<file path="src/hdl/shcev_pkg.sv">
// Package for the step hazard evaluator: field widths, mode and function codes,
// and the word and configuration structs shared by the head, the cells and the top level.
// No dependencies.
package shcev_pkg;

   // fixed field widths
   localparam int DATA_W     = 32;
   localparam int OUT_W      = 40;
   localparam int IDX_W      = 5;
   localparam int MODE_W     = 2;
   localparam int ACTIVE_W   = 6;
   localparam int REQ_DATA_W = 104;   // 101 bits of fields, padded to whole bytes
   localparam int RSP_DATA_W = 80;
   localparam int CSR_ADDR_W = 4;
   localparam int CSR_DATA_W = 32;

   // default parameter values
   localparam int SUPPORT_DEPTH_DEF = 32;
   localparam int FRACTION_BITS_DEF = 16;

   // largest value an output sum may take
   localparam logic [OUT_W-1:0] OUT_MAX = '1;

   // model codes; the spare code acts as bathtub
   localparam logic [MODE_W-1:0] MODE_INC   = 2'd0;
   localparam logic [MODE_W-1:0] MODE_DEC   = 2'd1;
   localparam logic [MODE_W-1:0] MODE_BATH  = 2'd2;
   localparam logic [MODE_W-1:0] MODE_SPARE = 2'd3;

   // function codes carried in tuser
   localparam logic FUNC_LOAD = 1'b0;
   localparam logic FUNC_EVAL = 1'b1;

   // word travelling down the chain
   typedef struct packed {
      logic              valid;
      logic              func;
      logic [IDX_W-1:0]  index;
      logic [DATA_W-1:0] loc;
      logic [DATA_W-1:0] wgt;
      logic [DATA_W-1:0] t;
   } query_type;

   // running sums of one evaluate word
   typedef struct packed {
      logic             valid;
      logic [OUT_W-1:0] hazard;
      logic [OUT_W-1:0] cum;
      logic             sat;
   } acc_type;

   // configuration registers
   typedef struct packed {
      logic [MODE_W-1:0]   mode;
      logic [DATA_W-1:0]   base;
      logic [DATA_W-1:0]   infl;
      logic [ACTIVE_W-1:0] active;
   } cfg_type;

endpackage

</file>
<file path="src/hdl/shcev_head.sv">
// Head of the evaluation chain: registers the incoming word and forms the base terms
// (base rate and base rate times time) that seed the running sums. Uses shcev_pkg.
module shcev_head import shcev_pkg::*; #(
   parameter int FRACTION_BITS = FRACTION_BITS_DEF
) (
   input  logic                  clock,
   input  logic                  reset,
   input  logic                  en,
   input  cfg_type               cfg,
   input  logic                  req_tvalid,
   input  logic                  req_tuser,   // func
   input  logic [REQ_DATA_W-1:0] req_tdata,   // entry_index, support_location,
                                              // support_weight, query_time
   output query_type             q_dn,
   output acc_type               acc_dn
);

   localparam int PROD_W = 2*DATA_W;
   localparam int TERM_W = PROD_W - FRACTION_BITS;

   query_type         q_ff, q_in;
   logic [TERM_W-1:0] base_term_ff, base_term_in;
   logic              eval_ff, eval_in;
   acc_type           acc_ff, acc_in;
   logic [PROD_W-1:0] base_prod;

   // unpack the incoming word
   always_comb begin
      q_in.valid = req_tvalid;
      q_in.func  = req_tuser;
      q_in.index = req_tdata[IDX_W-1:0];
      q_in.loc   = req_tdata[IDX_W +: DATA_W];
      q_in.wgt   = req_tdata[IDX_W+DATA_W +: DATA_W];
      q_in.t     = req_tdata[IDX_W+2*DATA_W +: DATA_W];
   end

   // base rate times time, truncated
   always_comb begin
      base_prod    = {{DATA_W{1'b0}}, q_ff.t} * {{DATA_W{1'b0}}, cfg.base};
      base_term_in = base_prod[PROD_W-1:FRACTION_BITS];
      eval_in      = q_ff.valid && (q_ff.func == FUNC_EVAL);
   end

   // seed sums, clipped to the output range
   always_comb begin
      acc_in.valid  = eval_ff;
      acc_in.hazard = {{(OUT_W-DATA_W){1'b0}}, cfg.base};
      if (base_term_ff > {{(TERM_W-OUT_W){1'b0}}, OUT_MAX}) begin
         acc_in.cum = OUT_MAX;
         acc_in.sat = 1'b1;
      end else begin
         acc_in.cum = base_term_ff[OUT_W-1:0];
         acc_in.sat = 1'b0;
      end
   end

   always_ff @(posedge clock) begin
      if (reset) begin
         q_ff.valid   <= 1'b0;
         eval_ff      <= 1'b0;
         acc_ff.valid <= 1'b0;
      end else if (en) begin
         q_ff         <= q_in;
         base_term_ff <= base_term_in;
         eval_ff      <= eval_in;
         acc_ff       <= acc_in;
      end
   end

   assign q_dn   = q_ff;
   assign acc_dn = acc_ff;

endmodule

</file>
<file path="config.mk">
export PLATFORM = sky130hd
export DESIGN_NAME = shcev_head
export DESIGN_NICKNAME = d
export VERILOG_FILES = /design/src/hdl/shcev_pkg.sv /design/src/hdl/shcev_head.sv
export SDC_FILE = /design/constraint.sdc
export NUM_CORES = 2
export LEC_CHECK = 0
export ABC_AREA = 1
export BUFFER_PORTS_ARGS = -buffer_cell sky130_fd_sc_hd__buf_4
export CAP_MARGIN = 15
export CELL_PAD_IN_SITES_DETAIL_PLACEMENT = 0
export CELL_PAD_IN_SITES_GLOBAL_PLACEMENT = 1
export CORE_MARGIN = 2
export CORE_UTILIZATION = 27
export CTS_CLUSTER_SIZE = 14
export DETAILED_ROUTE_END_ITERATION = 10
export GPL_TIMING_DRIVEN = 0
export PLACE_DENSITY = 0.63
export SYNTH_ARGS = -nofsm -noshare
export SYNTH_HDL_FRONTEND = slang
export SYNTH_SLANG_ARGS = --single-unit
export TNS_END_PERCENT = 30
</file>
<file path="constraint.sdc">
create_clock -name clock -period 11.3 [get_ports clock]
set_clock_uncertainty 0.2 [all_clocks]
set_input_delay 0.565 -clock clock [delete_from_list [all_inputs] [get_ports clock]]
set_output_delay 0.565 -clock clock [all_outputs]
set_load 0.005 [all_outputs]
</file>
# After elaboration in Yosys (flattened, before gate mapping)
# Index checks and enable logic that the tools add are counted.
[classes]
n_bitwise = 1
eq_ne = 0
shifts = 0
n_lt_le_gt_ge = 1
addsub = 0
n_reduce_logical = 2
n_div = 0
n_mul = 1
muxes = 1
[op_table]
columns = ["cell", "count"]
rows = [
  ["$mul A32 B32 Y64", 1],
  ["$gt A48 B40 Y1 const B", 1],
  ["$reduce_and A2 Y1", 1],
  ["$logic_and A1 B1 Y1", 1],
  ["$mux W1", 1],
  ["$not A1 Y1", 1],
]
[totals]
output_inout_bits = 185
elab_cells = 18
latchBits = 0
mem_count = 0
rom_bits = 0
mem_bits_rw = 0
ff_bits = 226
input_bits = 181

# Logic depth before layout (Yosys ltp)
[logic_depth]
ltp_word = 2
depth_mapped = 30
ltp_nobuf = 29

# Least setup slack after synthesis
# OpenSTA, ideal clock, no wires.
[synth_timing]
path_kind = "input port to flip-flop"
from = "in en"
to = "reg acc_ff (netlist bit acc_dn[0]), enable pin"
path_buffers = 0
slack_ns = 0.385
arrival_ns = 9.903
setup_time_ns = 0.812
path_stages = 2
path_cell_list = "inv_1 > nor2_1"
[synth_via]
elab_chain_len = 1
[synth_lines]
columns = ["element", "line", "text"]
rows = [
  ["start, declared", "shcev_head.sv:8", "input logic en,"],
  ["$reduce_and A2 Y1 (no line)", "-", ""],
  ["end signal, assigned", "shcev_head.sv:66", "acc_ff <= acc_in;"],
  ["end, declared", "shcev_head.sv:24", "acc_type acc_ff, acc_in;"],
]
# No other way between the ends.
# A chain may end at the register's enable or synchronous reset.

# Final worst setup path
[layout_timing]
from = "reg q_ff (netlist bit q_dn[20])"
to = "reg base_term_ff[40], data pin"
[layout_via]
elab_chain_len = 1
[layout_lines]
columns = ["element", "line", "text"]
rows = [
  ["start, declared", "shcev_head.sv:21", "query_type q_ff, q_in;"],
  ["start signal, assigned", "shcev_head.sv:63", "q_ff <= q_in;"],
  ["$mul A32 B32 Y64", "shcev_head.sv:39", "base_prod = {{DATA_W{1'b0}}, q_ff.t} * {{DATA_W{1'b0}}, cfg.base};"],
  ["net base_prod[56]", "shcev_head.sv:25", "logic [PROD_W-1:0] base_prod;"],
  ["end signal, assigned", "shcev_head.sv:64", "base_term_ff <= base_term_in;"],
  ["end, declared", "shcev_head.sv:22", "logic [TERM_W-1:0] base_term_ff, base_term_in;"],
]
# The timed path passes the listed nets, and every way through them passes these cells.

==> results.toml <==
[die]
initial_core_util = 0.271
die_w_um = 400
row_count = 145
dieArea_um2 = 160000
coreArea_um2 = 156000
num_io_pins = 366
die_y_um = 400

[drt]
remaining_drc_errors = 0
drtIter0Drc = 2823
vias = 33800
routedWlPerCell_um = 22.1
avgViaCountPerCell = 4.45
ant_nets = 0
totalWireLength_um = 168000
firstDrtPassIters = 6

[clocking]
clk_pin_slew_ns = 0.06
insertion_delay_ns = 0.69
clk_path_buf_depth = 3
cts_root_buf = "clkbuf_16"
cts_tree = "built"
clock-sinks = 226
cts_inserted_buffers = 29
cts-htree-levels = 1

[logic_synthesis]
ys_seq_area_frac = 0.160
synth_largest_area_cell = "fa_1"
synthArstFlopShare = 0
synth_cell_types = 31
avgSynthCellArea_um2 = 8.42
syn_area_um2 = 42300
netlist_instances = 5017
yosys_warnings = 0
ys_ff_latch = 226
synth_edf_count = 223
synth.most_common_cell = "inv_1"
synth.cells.most_frequent = "1,615 x inv_1, 1,348 x nand2_1, 895 x fa_1"
synth_area_leaders = "fa_1 42%, edfxtp_1 16%, inv_1 14%"
synth-main-ff-cell = "edfxtp_1"
synth_top_area_share = 0.424

[sta]
slew_violations = 0
finalCritPeriodShare = 0.783
slew_headroom = 0.108
min_period_ns = 8.85
setup_viol_count_final = 0
fmax_mhz = 113
tightestPinTransition_ns = 1.34
rsz0062_at_grt = "false"
finalHoldViolations = 0

[place]
dp.cells = 7405
gp_congestion = 0.946
portBuffers = 314
hpwl_um = 142000

[final_layout]
n_fill_cell = 16600
fin_cells = 7590
fin_nets = 6843
syn2layout_area_growth_pct = 17.6
drive_gt1_frac = 0.0790

[grt]
gr-max-usage-layer = "met2"
gr-total-overflow = 0
grt_pass1_vias = 35100
use_met2 = 0.346
grtUsageMet3 = 0.0305
grt_pass1_wl_um = 243000
grt_usage = 0.213
antenna_found_initial = 4
grt_use_met1 = 0.287
grt_max_degree = 36

[flow_run]
drv_cap = 0

[worst_setup_path]
cp.arrival_ns = 9.00
worstSetupEndpointType = "flip-flop"
critPathLaunchType = "flip-flop"
cp_data_required_time_ns = 11.45
path_max_fanout = 10
crit_type = "flip-flop to flip-flop"

[worst_hold_path]
hp-class = "primary input to flip-flop"

[run_status]
status = "finished clean"
## worst paths after layout
path / startpoint / endpoint / slack, ns / cells after the start
worst max register to register: q_dn[20] / base_term_ff[40] / 2.45 / 22
worst min register to register: eval_ff / acc_dn[81] / 0.29 / 2
worst max-delay path: q_dn[20] / base_term_ff[40] / 2.45 / 22
worst min-delay path: cfg[64] / acc_dn[67] / 0.04 / 1
## flip-flops by register name (all words and copies together), names as in the netlist
| name | cells |
|---|---|
| eval_ff | 1 |
| acc_dn | 74 |
| base_term_ff | 48 |
| q_dn | 103 |
## per-stage QoR
step                utilization  hold WS, ns  setup TNS (ns)  instance area [µm²]  setup WS (ns)
floorplan                     -        0.238               0                42300          0.385
global placement          0.303        0.251        -1097.12                47200          -5.00
detailed placement        0.304        0.275               0                47400           2.54
CTS                       0.319      0.00271               0                49700           2.43
global route              0.319       0.0129               0                49700           2.17
finish                    0.319       0.0366               0                49700           2.45
## worst max-delay path: stages (launching register included)
cell and delay (ns):
edfxtp_1 0.83, clkbuf_1 1.04, nand2_1 0.11, inv_1 0.12, fa_1 0.42, inv_1 0.08, fa_1 0.43, fa_1 0.62
fa_1 0.62, inv_1 0.06, fa_1 0.48, fa_1 0.52, fa_1 0.73, fa_1 0.49, ha_1 0.37, a21oi_1 0.31
o21ai_0 0.20, a21oi_1 0.28, nand3_1 0.19, nand2_1 0.17, nand3b_1 0.09, nand2_1 0.06, nand2_1 0.06
## repair_timing
| item | 4_1_cts | 5_1_grt |
|---|---|---|
| endpoints found under the setup margin | 0 | 0 |
| hold buffers | 127 | 0 |
| gates resized for setup | 0 | 0 |
| setup buffers | 0 | 0 |
| endpoints found under the hold margin | 126 | 0 |
## kinds of logic (layout without fill, tap and decap cells)
kind of cell | Yosys count | count (layout) | share of synthesized area
compound gates | 166 | 166 | 0.0213
xor+xnor | 24 | 24 | 0.00497
fa+ha+maj | 1155 | 1155 | 0.501
buf+inv | 1821 | 2327 | 0.162
flops | 226 | 226 | 0.160
other cells | 1 | 10 | 0.0000887
simple gates | 1624 | 1624 | 0.150
## final cells by class
class | count | area [µm²] | share of cell area
tap | 2058 | 2570 | 0.0518
clock buffer | 31 | 733 | 0.0147
antenna | 2 | 5.00 | 0.000101
timing repair buffer | 452 | 3830 | 0.0770
clock inverter | 23 | 282 | 0.00566
inverter | 1617 | 6070 | 0.122
sequential | 226 | 6760 | 0.136
buffer | 204 | 796 | 0.0160
multi-input combinational | 2977 | 28700 | 0.577
## routing by layer
metal	vias to the layer above	routed length, µm	part of all wire
li1	15000	-	-
met1	17300	70100	0.42
met2	1237	78200	0.47
met3	218	12200	0.073
met4	0	7090	0.042
met5	-	0	0
## layout by cell type, fill, tap and decap left out, types with 3 or more instances in the layout
cell type,synthesis,final
o21bai_1,10,10
clkinv_1,0,6
conb_1,1,8
nor3_1,7,7
clkinv_4,0,3
a21oi_1,91,91
buf_8,0,4
a21o_1,5,5
nor4_1,5,5
dlygate4sd3_1,0,127
xnor2_1,5,5
inv_1,1615,1615
nor2_1,151,150
nand4_1,5,5
nand2_2,6,6
ha_1,260,260
clkbuf_1,196,198
nand3_1,52,52
nor2_2,3,3
fa_1,895,895
xor2_1,19,19
edfxtp_1,223,223
dfxtp_1,3,3
buf_4,8,322
buf_12,0,7
o21ai_0,49,49
nand3b_1,3,3
o21a_1,6,6
nor3_2,4,4
nand2_1,1348,1348
clkbuf_16,0,29
or2_2,40,40
bufinv_16,0,5
inv_6,0,3
Power is left out: the tool's default activity adds up to more than one toggle a clock period on the data nets, which glitch-free logic cannot reach.
